===== config.mk =====
export PLATFORM = sky130hd
export DESIGN_NAME = bftr_ram
export DESIGN_NICKNAME = d
export VERILOG_FILES = /design/src/hw/rtl/bftr_ram.sv
export SDC_FILE = /design/constraint.sdc
export NUM_CORES = 1
export LEC_CHECK = 0
export BUFFER_PORTS_ARGS = -buffer_cell sky130_fd_sc_hd__clkbuf_2
export CORE_ASPECT_RATIO = 0.9
export CORE_UTILIZATION = 50
export DETAILED_ROUTE_END_ITERATION = 8
export PLACE_DENSITY = 0.82
export SLEW_MARGIN = 20
export SYNTH_ARGS = -nofsm -noshare
export SYNTH_HDL_FRONTEND = slang
export SYNTH_SLANG_ARGS = --single-unit

===== constraint.sdc =====
create_clock -name clk_i -period 1.2 [get_ports clk_i]
set_input_delay 0.06 -clock clk_i [delete_from_list [all_inputs] [get_ports clk_i]]
set_output_delay 0.06 -clock clk_i [all_outputs]
set_load 0.005 [all_outputs]

===== src/hw/rtl/bftr_ram.sv =====
// ----------------------------------------------------------------------------
// bftr_ram
// Single write port, single registered read port storage array.
// ----------------------------------------------------------------------------
module bftr_ram #(
  parameter int unsigned DEPTH = 2,
  parameter int unsigned WIDTH = 8,
  localparam int unsigned AW   = (DEPTH > 1) ? $clog2(DEPTH) : 1
) (
  input  logic             clk_i,
  input  logic             we_i,
  input  logic [AW-1:0]    waddr_i,
  input  logic [WIDTH-1:0] wdata_i,
  input  logic             re_i,
  input  logic [AW-1:0]    raddr_i,
  output logic [WIDTH-1:0] rdata_o
);

  logic [WIDTH-1:0] mem_q [DEPTH];
  logic [WIDTH-1:0] rdata_q;

  always_ff @(posedge clk_i) begin
    if (we_i) begin
      mem_q[waddr_i] <= wdata_i;
    end
  end

  always_ff @(posedge clk_i) begin
    if (re_i) begin
      rdata_q <= mem_q[raddr_i];
    end
  end

  assign rdata_o = rdata_q;

endmodule


Yosys cells after proc, flatten, opt, wreduce, memory -nomap -nowiden --
Memory sizes are Yosys's and may differ from the RTL's. A register that Yosys moved wholly into a read port is not among the register bits. Index checks and enable logic that the tools add are counted.
Storage, ports and cells: register bits after elaboration 0, bits in writable memories 16, input port bits 13, logic and storage cells 3, memories kept 1
Memories:
- mem_q | depth 2, bits a word 8, read ports 1, clocked after memory_dff 1, wr ports 1, line 19 | logic [WIDTH-1:0] mem_q [DEPTH];
Cells by class: muxes and demuxes 2
Operators with widths (number):
- $mux W1 | 2

Longest topological paths before layout --
word-level depth 2, mapped depth 2

Worst setup path before layout --
Ideal clock, no wire load.
path kind input to register, start input port we_i, end memory mem_q[0][0] (enable), setup time 0.373 ns, arrival 0.480 ns, slack 0.347 ns, stages 1, buffers on the path 0, cell sequence nor2b_1
Between the ends: cells in the longest elaborated chain, start to end 2
RTL lines:
- start, declared | line 11 | input logic we_i,
- $mux W1 | line 23 | if (we_i) begin
- $mux W1 (not written as such) | line 24 | mem_q[waddr_i] <= wdata_i;
- end, declared | line 19
Every way passes these cells.

Final worst setup path --
start memory mem_q[0][5], end register rdata_q[5], in the netlist rdata_o[5] (read register of mem_q) (data pin)
RTL lines:
- end, declared | line 20 | logic [WIDTH-1:0] rdata_q;
No word-level cell between the ends.

==> metrics.md <==
| Metric | Value |
|---|---|
| Crit path largest cell delay | 400 ps |
| Vias in the first global route | 391 |
| Max Fclk | 1.11 GHz |
| Final Cycle Share | 75.0% |
| # DRC | 0 |
| Crit path DAT | 970 ps |
| Kind of start point of the critical path | flop |
| First-iteration detailed-routing DRC count | 3 |
| Most common cell after layout, fill and taps aside | edfxtp_1 |
| Initial Util | 56.5% |
| Routed Antenna Nets | 0 |
| Area grow syn2layout | 26.6% |
| Mapped Area | 865 um^2 |
| Syn. warnings | 0 |
| Area share of the largest cell type after synthesis | 83.4% |
| Setup CP Type | reg -> reg |
| Setup TNS after final layout | 0 ps |
| Crit-path max FO | 1 |
| Critical-path top delay cell | edfxtp_1 |
| Std-Cell Rows | 13 |
| Power Density | 1340 nW/um^2 |
| Global-route wire length before repair | 1530 um |
| Slew @ Worst Pin | 362 ps |
| Setup violators final | 0 |
| Width of the die | 45.8 um |
| Die Y | 41.5 um |
| Cell variety after synth | 5 |
| Proportion of synthesized area in mux cells | 13.9% |
| Final Hold Fails | 0 |
| Crit-path leading delay family | flip-flops |
| Final Routed Wirelength | 1060 um |
| WP buf/inv | 0 |
| Mapped Cells | 35 |
| DR vias | 416 |
| Post-Synth XOR/XNOR Area | 0% |
| Die ar. | 1900 um^2 |
| CTS Buf Count | 3 |
| DRT Pass-1 Iters | 4 |
| Seq cells post-synth | 24 |
| RSZ-0062 raised after global routing | no |
| Main combinational cell family by area after synthesis | multiplexers |
| Sequential cell area | 721 um^2 |
| Synth Area in Compound Gates | 0% |
| Gr ovfl total | 0 |
| # diodes | 0 |
| Worst Skew | 6.23 ps |
| Core area | 1530 um^2 |
| CTS tree | built |
| Worst-Skew Late Latency | 300 ps |
| Top post-synthesis cells by area | edfxtp_1 83%, mux2_4 14%, buf_6 1.3% |
| Clock transition at path regs | 120 ps |
| Layout cells sized above 1 | 47.8% |
| Root Buffer | clkbuf_4 |
| IO buf count | 20 |
| GRT Total Usage | 11.9% |
| Gpl congestion | 0.615 |
| Maximum clock path buffer count | 2 |
| # fillers | 110 |
| Area taken by multi-input logic gates | 133 um^2 |
| I/O Pins | 21 |
| VDD IR max | 1030 uV |
| Synthesized area per cell | 24.7 um^2 |
| Pleak | 0.436 nW |
| Hold crit path type | in -> reg |
| Crit end category | flop |
| Post-CTS Repair Setup Buffers | 0 |
| Adder-cell share of the synthesized area | 0% |
| Finished Core Util | 71.6% |
| Total Power | 1.47 mW |
| Fin nets | 81 |
| Largest net degree at the start of global routing | 14 |
| Syn_nets | 48 |
| CP required | 1270 ps |
| CP cell instances | mux2_4 |
| Final Max Slew Viols | 0 |
| Simple-gate share of the synthesized area | 1.45% |
| DR vias/cell | 4.67 |
| Placed cells | 77 |
| Outcome | complete, no violations |
| Maxcap violations | 0 |
| Most frequent cells in the layout | 24 x edfxtp_1, 20 x clkbuf_2, 8 x mux2_4, 8 x dlygate4sd3_1, 3 x clkbuf_4 |
| H-tree levels | 1 |
| Final Instance Count excl. Fillers | 89 |
| Normalized max-slew margin | 75.9% |
| Drt wl/cell | 11.9 um |
| Shortest period the worst path allows | 900 ps |
| Initial antenna violation count | 0 |
| Largest area contributor in the netlist | edfxtp_1 |
| Total clock sinks | 24 |
| Register area share after synthesis | 83.4% |
[synthesized netlist by cell type]
cell and instances:
and2_1 1, buf_6 1, edfxtp_1 24, mux2_4 8
nor2b_1 1
[per-stage QoR]
| stage | setup slack (ps) | hold slack (ps) | instance area (um^2) |
|---|---|---|---|
| 2_1_floorplan | 347 | 159 | 865 |
| 3_3_place_gp | 312 | 248 | 988 |
| 3_5_place_dp | 298 | 255 | 988 |
| 4_1_cts | 304 | 101 | 1090 |
| 5_1_grt | 284 | 94.1 | 1090 |
| 6_report | 300 | 91.1 | 1090 |
[worst paths after layout]
| check | from | cells after the start | end | slack (ps) |
|---|---|---|---|---|
| setup / recovery | mem_q[0][5] | 1 | rdata_o[5] | 300 |
| hold / removal | re_i | 1 | rdata_o[5] | 90 |
| setup reg to reg | mem_q[0][5] | 1 | rdata_o[5] | 300 |
| hold reg to reg | mem_q[0][7] | 1 | rdata_o[7] | 560 |
[routing by layer]
metal	GRT usage [%]	share of wire [%]
met5	0	0
met3	2.61	6.4
met1	12.9	42
met2	22.3	52
met4	3.53	0
[timing repair]
item                      in CTS  in global routing
hold buffers                   8                  0
resized for setup              0                  0
hold endpoints to repair      16                  0
[where the power goes]
group / switching, mW / leakage, nW / internal [mW] / total [mW]
clock network: 0.212 / 0.0154 / 0.121 / 0.333
logic: 0.0493 / 0.192 / 0.0823 / 0.132
registers: 0.0136 / 0.228 / 0.989 / 1.00
[cell families (layout without fill, tap and decap cells)]
kind of cell / Yosys count / in the layout
flip-flops: 24 / 24
multiplexers: 8 / 8
AND/OR/NAND/NOR: 2 / 2
buffers and inverters: 1 / 33
[area by class of cell]
class,instances,share of cell area [%]
well taps,22,2.51
multi-input cells,10,12.1
repair buffers,29,17.1
flip-flops and latches,24,65.8
clock buffers,3,2.06
clock inverters,1,0.343
[registers in the layout, summed over array words and instances, names as in the netlist]
register  flops
mem_q        16
rdata_o       8
Note: power is estimated with default switching activity, not from simulation.
