==> config.mk <==
export PLATFORM = sky130hd
export DESIGN_NAME = bftr_addr_red
export DESIGN_NICKNAME = d
export VERILOG_FILES = /design/src/hw/rtl/bftr_pkg.sv /design/src/hw/rtl/bftr_addr_red.sv
export SDC_FILE = /design/constraint.sdc
export NUM_CORES = 1
export LEC_CHECK = 0
export ABC_AREA = 1
export BUFFER_PORTS_ARGS = -buffer_cell sky130_fd_sc_hd__buf_2
export CAP_MARGIN = 0
export CORE_MARGIN = 2
export CORE_UTILIZATION = 40
export DETAILED_ROUTE_END_ITERATION = 8
export GPL_TIMING_DRIVEN = 1
export PLACE_DENSITY = 0.69
export SETUP_SLACK_MARGIN = 0.5
export SLEW_MARGIN = 10
export SYNTH_ARGS = -nofsm -noshare
export SYNTH_HDL_FRONTEND = slang
export SYNTH_SLANG_ARGS = --single-unit
==> constraint.sdc <==
create_clock -name clk_i -period 1.4 [get_ports clk_i]
set_clock_uncertainty 0.05 [all_clocks]
set_input_delay 0.42 -clock clk_i [delete_from_list [all_inputs] [get_ports clk_i]]
set_output_delay 0.42 -clock clk_i [all_outputs]
set_load 0.01 [all_outputs]
==> src/hw/rtl/bftr_pkg.sv <==
// ----------------------------------------------------------------------------
// bftr_pkg
// Shared types and constants of the bitmap font text renderer.
// ----------------------------------------------------------------------------
package bftr_pkg;

  localparam int unsigned STORE_WORDS_DEF = 2048;
  localparam int unsigned MAX_ROWS_DEF    = 16;
  localparam int unsigned GLYPH_COUNT_DEF = 95;

  localparam logic [7:0] CODE_FIRST = 8'd32;
  localparam logic [7:0] CODE_LAST  = 8'd126;
  localparam logic [7:0] FULL_ROW   = 8'hFF;

  localparam logic [1:0] OP_DRAW      = 2'd0;
  localparam logic [1:0] OP_ROW_WRITE = 2'd1;
  localparam logic [1:0] OP_WIDTH_WR  = 2'd2;

  localparam logic [1:0] CFG_ORIGIN_X = 2'd0;
  localparam logic [1:0] CFG_ORIGIN_Y = 2'd1;
  localparam logic [1:0] CFG_HEIGHT   = 2'd2;
  localparam logic [1:0] CFG_STRIDE   = 2'd3;

  // Width of a value taken to the address reduction unit: glyph index times
  // stride, or a raw store address.
  localparam int unsigned RED_W = 13;

  typedef struct packed {
    logic             start;
    logic [RED_W-1:0] value;
  } bftr_red_cmd_t;

endpackage

==> src/hw/rtl/bftr_addr_red.sv <==
// ----------------------------------------------------------------------------
// bftr_addr_red
// Reciprocal-multiply unit reducing a value modulo the store depth.
// ----------------------------------------------------------------------------
module bftr_addr_red
  import bftr_pkg::*;
#(
  parameter int unsigned STORE_WORDS = STORE_WORDS_DEF,
  localparam int unsigned AW = (STORE_WORDS > 1) ? $clog2(STORE_WORDS) : 1
) (
  input  logic          clk_i,
  input  logic          rst_ni,
  input  bftr_red_cmd_t cmd_i,
  output logic          done_o,
  output logic [AW-1:0] result_o
);

  localparam int unsigned SH    = RED_W + $clog2(STORE_WORDS);
  localparam int unsigned RECIP = ((32'd1 << SH) + STORE_WORDS - 1) / STORE_WORDS;
  localparam int unsigned MW    = RED_W + 2;
  localparam int unsigned PW    = RED_W + MW;
  localparam int unsigned SB    = $clog2(STORE_WORDS + 1);
  localparam int unsigned RW    = RED_W + SB;

  logic [RED_W-1:0] val_q, val_d;
  logic [RED_W-1:0] quot_q, quot_d;
  logic [RED_W-1:0] acc_q, acc_d;
  logic             step_q, step_d;
  logic             busy_q, busy_d;
  logic             done_q, done_d;
  logic [PW-1:0]    prod;
  logic [RW-1:0]    diff;

  assign prod = PW'(val_q) * PW'(RECIP);
  assign diff = RW'(val_q) - RW'(quot_q) * RW'(STORE_WORDS);

  always_comb begin
    val_d  = val_q;
    quot_d = quot_q;
    acc_d  = acc_q;
    step_d = step_q;
    busy_d = busy_q;
    done_d = 1'b0;
    if (cmd_i.start) begin
      val_d  = cmd_i.value;
      step_d = 1'b0;
      busy_d = 1'b1;
    end else if (busy_q) begin
      if (!step_q) begin
        quot_d = RED_W'(prod >> SH);
        step_d = 1'b1;
      end else begin
        acc_d  = RED_W'(diff);
        busy_d = 1'b0;
        done_d = 1'b1;
      end
    end
  end

  always_ff @(posedge clk_i or negedge rst_ni) begin
    if (!rst_ni) begin
      busy_q <= 1'b0;
      done_q <= 1'b0;
      step_q <= 1'b0;
    end else begin
      busy_q <= busy_d;
      done_q <= done_d;
      step_q <= step_d;
    end
  end

  always_ff @(posedge clk_i) begin
    val_q  <= val_d;
    quot_q <= quot_d;
    acc_q  <= acc_d;
  end

  assign done_o   = done_q;
  assign result_o = AW'(acc_q);

endmodule

* Yosys cells after proc, flatten, opt, wreduce, memory -nomap -nowiden
Cells that the tools add are included.
** Storage, ports and cells
- Flip-flop bits (word level) :: 25
- Word-level logic and storage cells :: 17
- Output and inout bits :: 12
- Input port bits :: 16
** Cells by class
- Multiplexer cells :: 8
- Bitwise logic cells :: 1
- Add/sub/neg operators :: 1
- Reductions and logical operators :: 2
** Operator list (number)
- $sub 11x1->11 const B :: 1
- $mux 1 :: 8
- $reduce_and 3->1 :: 1
- $reduce_bool 2->1 :: 1
- $not 1->1 :: 1

* Logic depth before layout (Yosys ltp)
Gate-level depths: netlist (run 1).
- Depth after elaboration :: 3
- Gate-level depth with buffers :: 3
- Mapped depth without buffers :: 3

* Worst setup path before layout (run 1)
No wires, ideal clock.
- Path kind :: input-to-reg
- From :: input cmd_i[13] (netlist name)
- To :: register acc_q[0], enable pin
- Arrival :: 924 ps
- Required time :: 971 ps
- Stages on the path :: 1
- Path slack :: 48 ps
- Cell sequence :: nor2_1
** Between the ends
- Word-level cells in the longest chain between the ends :: 2
** RTL lines
- start: declaration :: RTL line bftr_addr_red.sv:13 : input bftr_red_cmd_t cmd_i,
- $not 1->1 (no line)
- $reduce_and 3->1 (no line)
- end signal: assignment :: RTL line bftr_addr_red.sv:75 : acc_q <= acc_d;
- end: declaration :: RTL line bftr_addr_red.sv:27 : logic [RED_W-1:0] acc_q, acc_d;
No other way between the ends.
A chain may end at the register's enable or synchronous reset.

* Worst setup path in the final report (run 1)
- From :: register acc_q[9]
- To :: output result_o[9]
** RTL lines
- end: declaration :: RTL line bftr_addr_red.sv:15 : output logic [AW-1:0] result_o
No word-level cell between the ends.

==> impl_summary.log, run 1 <==
INFO  metric cp.required = roughly 0.93 ns
INFO  metric worst_ir_drop_vdd = 706 µV
INFO  metric timing.slew.headroom = 90.0%
INFO  metric floorplan.io_pins = 28
INFO  metric syn-num-nets = 51
INFO  metric maxSlewViolCount = 0
INFO  metric endpoint_kind = primary output
INFO  metric nNetsFinal = 86
INFO  metric grt_overflow_total = 0
INFO  metric drtAntennaViolNets = 0
INFO  metric die_area = 2300 µm²
INFO  metric min_period_over_period = 91.5%
INFO  metric core-area = 1760 µm²
INFO  metric grt_max_degree = 14
INFO  metric initial_core_util = between 40% and 50%
INFO  metric via_per_inst = 4.02
INFO  metric hp-class = in -> reg
INFO  metric synth_seq_cells = 25
INFO  metric worst_ep_arrival_time = 0.81 ns
INFO  metric worstSkewPairLatency = 0.29 ns
INFO  metric clock-root-buffer = sky130_fd_sc_hd__clkbuf_4
INFO  metric final_critical_path_setup_slack = 0.119 ns
INFO  metric path_max_fanout = 1
INFO  metric route.detailed.drc = 0
INFO  metric layout_commonest_cell = sky130_fd_sc_hd__buf_2
INFO  metric ctsLongestPathBuffers = 2
INFO  metric route.detailed.wl_per_inst = 9.57 µm
INFO  metric yosys_warnings = 0
INFO  metric critPathLaunchType = register
INFO  metric unrepaired_setup_endpoints_after_global_routing = yes
INFO  metric drt-total-wl = 900 µm
INFO  metric first_global_vias = 334
INFO  metric syn-instance-count = 35
INFO  metric dp_hpwl = 699 µm
INFO  metric detailedRoute.firstPassIterationCount = 4
INFO  metric timing.critical_path.cells = buf_2
INFO  metric fp-row-count = 15
INFO  metric routed-via-count = around 380
INFO  metric cts_tree = done
INFO  metric cpLargestDelayFamily = flip-flops
INFO  metric layout_common_cells = sky130_fd_sc_hd__buf_2, sky130_fd_sc_hd__edfxtp_1, sky130_fd_sc_hd__nand2_1
INFO  metric area_delta_synth_final = 32.5%
INFO  metric io_buffer_count = 25
INFO  metric crit_type = reg -> out
INFO  metric setup_total_negative_slack = 0 ns
INFO  metric horizontal_extent_of_the_die = 48.0 µm
INFO  metric cts.sink_count = 25
INFO  metric antenna_cells = 0
INFO  metric cts.htree.levels = 1
INFO  metric groute.usage.overall = 8.71%
INFO  metric slowest_delay = 0.37 ns
INFO  metric netlist-cell-type-count = 5
INFO  metric crit_slowest_cell = sky130_fd_sc_hd__edfxtp_1
INFO  metric grt_antenna_before_repair = 0
INFO  metric post-route-min-period = 1.28 ns
INFO  metric ys_seq_area_share = 95.1%
INFO  metric pre_cts_slack = 0.189 ns
INFO  metric synthesis.area_per_instance = 22.1 µm²
INFO  metric cp.buffers_inverters = 1
INFO  metric synthesis.area = about 770 µm²
INFO  metric initial_drc_count = 6
INFO  metric routability_congestion = 0.645
INFO  metric setup_viol_count_final = 0
INFO  metric cts.clk_slew.worst_paths = between 0.1 and 0.15 ns
INFO  metric worstMarginPinSlew = ~0.15 ns
INFO  metric cts_inserted_buffers = 3
INFO  metric max_cap_viol_count = 0
INFO  metric dieHeight = about 48 µm
INFO  metric drive_gt1_share = 49.3%
INFO  metric status = complete, no violations
INFO  metric grt_pass1_wl = around 1.3 mm
INFO  metric fmax = slightly below 0.8 GHz
INFO  metric power.density = 1250 nW/µm²
INFO  metric hold_viol = 0
INFO  metric static-leakage-power = 0.420 nW
-- per-layer routing --
metal	track usage, %	vias to the layer above	part of all wire (%)
met2	16.3	15	53
met4	4.86	0	0
met5	0	-	0
met1	7.54	169	39
met3	3.77	0	8.1
li1	-	194	-
-- repair_timing --
item | 4_1_cts | 5_1_grt
pin swaps | 1 | 0
resized for setup | 0 | 1
buffers inserted | 2 | 1
setup endpoints to repair | 23 | 23
hold endpoints to repair | 3 | 0
hold buffers | 1 | 0
-- registers in the layout (all words and copies together), names as in the netlist --
name    count
val_q      11
acc_q      11
step_q      1
done_o      1
busy_q      1
-- kinds of logic (layout without fill, tap and decap cells) --
kind of cell | Yosys count | after routing | share of synthesized area (%)
flops | 25 | 25 | 95.1
simple gates | 8 | 8 | 3.88
buf+inv | 2 | 36 | 0.971
-- area by class of cell --
type                            instances  area [µm²]
Multi-Input combinational cell          8        40.0
Tap cell                               25        31.3
Inverter                                2        7.51
Clock buffer                            4        26.3
Timing Repair Buffer                   30         184
Fill cell                             159         739
Sequential cell                        25         736
-- Yosys cell counts (all sizes together) --
| cell | number | area (µm²) |
|---|---|---|
| nor2 | 2 | 7.51 |
| edfxtp | 22 | 661 |
| inv | 2 | 7.51 |
| nand2 | 6 | 22.5 |
| dfrtp | 3 | 75.1 |
-- final timing paths --
check	slack (ns)	from	cells past startpoint	endpoint
hold / removal	0.24	cmd_i[8]	1	val_q[8]
max in group asynchronous	0.82	rst_ni	2	step_q
hold reg to reg	0.38	val_q[5]	0	acc_q[5]
min in group asynchronous	0.37	rst_ni	2	done_o
setup / recovery	0.12	acc_q[9]	1	result_o[9]
setup reg to reg	0.34	step_q	3	acc_q[4]
-- where the power goes --
part / internal [mW] / switching, mW / total (mW)
logic: 0.0549 / 0.0527 / 0.108
clock network: 0.111 / 0.176 / 0.287
registers: 0.873 / 0.0136 / 0.887
-- stage by stage --
stage	utilization, %	instance area, µm²	cells	hold WS [ns]	total power, mW
CTS	57.3	1010	93	0.230	1.29
detailed placement	53.7	947	86	0.171	0.989
global route	58.1	1020	94	0.217	1.34
global placement	53.7	947	86	0.165	0.985
floorplan	-	783	35	0.0744	0.937
finish	58.1	1020	94	0.242	1.28
Power figures use the tool's default switching activity.
==> run 2: changes to the inputs <==
==> constraint.sdc (replaced) <==
create_clock -name clk_i -period 1.4 [get_ports clk_i]
set_clock_uncertainty 0.05 [all_clocks]
set_input_delay 0.07 -clock clk_i [delete_from_list [all_inputs] [get_ports clk_i]]
set_output_delay 0.07 -clock clk_i [all_outputs]
set_load 0.01 [all_outputs]
==> impl_summary.log, run 2 (same netlist as run 1, synthesis figures left out) <==
INFO  metric worstMarginPinSlew = 0.311 ns
INFO  metric initial_core_util = 43.8%
INFO  metric path_max_fanout = 11
INFO  metric critPathLaunchType = register
INFO  metric static-leakage-power = 0.460 nW
INFO  metric setup_viol_count_final = 0
INFO  metric floorplan.io_pins = 28
INFO  metric cp.required = 1.38 ns
INFO  metric largestRegisters = acc_q: 11 flops, val_q: 11 flops
INFO  metric cts.htree.levels = 1
INFO  metric crit_type = reg -> reg
INFO  metric grt_pass1_wl = ~1.8 mm
INFO  metric first_global_vias = 397
INFO  metric endpoint_kind = register
INFO  metric cts_inserted_buffers = 3
INFO  metric dp_hpwl = 693 µm
INFO  metric die_area = approximately 2300 µm²
INFO  metric cts_tree = done
INFO  metric hp-class = in -> async
INFO  metric slowest_delay = around 0.38 ns
INFO  metric hold_viol = 0
INFO  metric drive_gt1_share = a little over two fifths
INFO  metric route.detailed.drc = 0
INFO  metric dieHeight = around 48 µm
INFO  metric cells_resized_by_post_cts_repair = 0
INFO  metric area_delta_synth_final = 45.0%
INFO  metric post-route-min-period = 1.05 ns
INFO  metric grt_overflow_total = 0
INFO  metric routability_congestion = 0.651
INFO  metric fillers = 137
INFO  metric overall_power_of_the_completed_layout = between 1 and 1.5 mW
INFO  metric antenna_cells = 0
INFO  metric power.density = approximately 1200 nW/µm²
INFO  metric grt_antenna_before_repair = 0
INFO  metric drtAntennaViolNets = 0
INFO  metric horizontal_extent_of_the_die = around 48 µm
INFO  metric status = complete, no violations
INFO  metric unrepaired_setup_endpoints_after_global_routing = yes
INFO  metric io_buffer_count = 25
INFO  metric fp-row-count = 15
INFO  metric worst_ir_drop_vdd = 729 µV
INFO  metric timing.slew.headroom = around four fifths
INFO  metric design_area = 1120 µm²
INFO  metric routed-via-count = ~440
INFO  metric drt-total-wl = 1.11 mm
INFO  metric cts.sink_count = 25
INFO  metric clock-root-buffer = sky130_fd_sc_hd__clkbuf_4
INFO  metric max_cap_viol_count = 0
INFO  metric min_period_over_period = 75.0%
INFO  metric setup_total_negative_slack = 0 ns
INFO  metric worstSkewPairLatency = 0.30 ns
INFO  metric worst_ep_arrival_time = 1.03 ns
INFO  metric initial_drc_count = 12
INFO  metric final_core_util = 63.5%
INFO  metric crit_slowest_cell = sky130_fd_sc_hd__dfrtp_1
INFO  metric fmax = between 0.9 and 1 GHz
INFO  metric ctsLongestPathBuffers = 2
INFO  metric layout_common_cells = sky130_fd_sc_hd__buf_2, sky130_fd_sc_hd__edfxtp_1, sky130_fd_sc_hd__dlygate4sd3_1, sky130_fd_sc_hd__nand2_1
INFO  metric via_per_inst = 4.18
INFO  metric layout_commonest_cell = sky130_fd_sc_hd__buf_2
INFO  metric route.detailed.wl_per_inst = 10.7 µm
INFO  metric detailedRoute.firstPassIterationCount = 4
INFO  metric groute.usage.overall = between 10% and 20%
INFO  metric maxSlewViolCount = 0
INFO  metric cts.clk_slew.worst_paths = 0.12 ns
INFO  metric core-area = 1760 µm²
INFO  metric postPlaceCellArea = 940 µm²
INFO  metric grt_max_degree = 15
INFO  metric final.hold.worst_slack = 0.0153 ns
INFO  metric nNetsFinal = 96
INFO  metric timing.critical_path.cells = nand2_2, nor2_4, buf_12
==> run 2: metrics by stage <==
| step | setup slack, ns | cells |
|---|---|---|
| 2_1_floorplan | 0.382 | 35 |
| 3_3_place_gp | 0.327 | 85 |
| 3_5_place_dp | 0.307 | 85 |
| 4_1_cts | 0.357 | 104 |
| 5_1_grt | 0.284 | 104 |
| 6_report | 0.350 | 104 |
==> run 2: layer usage <==
metal | wire length [µm] | track usage (%)
met5 | 0 | 0
met3 | 98 | 3.77
met1 | 420 | 16.2
met4 | 0 | 1.62
met2 | 590 | 18.9
==> run 2: critical path, delay by kind of cell, from the launching register on <==
| family | cells | cell delay (ns) |
|---|---|---|
| buffers and inverters | 1 | 0.14 |
| flip-flops | 1 | 0.38 |
| AND/OR/NAND/NOR | 2 | 0.21 |
==> run 2: timing repair <==
action                     4_1_cts  5_1_grt
pin swaps                        1        0
hold endpoints to repair        14        0
buffers inserted                 3        0
hold buffers                    12        0
setup endpoints to repair       23       23
gates cloned                     0        0
==> run 2: path summary, 6_finish.rpt <==
path / startpoint / endpoint / slack (ns) / cells after the start
worst max-delay path: busy_q / acc_q[5] / 0.35 / 3
max in group asynchronous: rst_ni / step_q / 1.18 / 2
worst min-delay path: rst_ni / busy_q / 0.02 / 2
worst max register to register: busy_q / acc_q[5] / 0.35 / 3
min in group clk_i: cmd_i[13] / done_o / 0.10 / 2
worst min register to register: val_q[6] / acc_q[6] / 0.38 / 0
==> run 2: cell type report <==
class                           instances  area, µm²  area share [%]
Timing Repair Buffer                   40        280            25.0
Sequential cell                        25        736            65.6
Inverter                                2       7.51           0.670
Clock buffer                            4       26.3            2.34
Multi-Input combinational cell          8       40.0            3.57
Tap cell                               25       31.3            2.79
==> run 2: power breakdown <==
| part | switching, mW | internal, mW | total, mW |
|---|---|---|---|
| Clock | 0.182 | 0.111 | 0.293 |
| Sequential | 0.0130 | 0.873 | 0.886 |
| Combinational | 0.0578 | 0.0702 | 0.128 |
| Total | 0.253 | 1.05 | 1.31 |
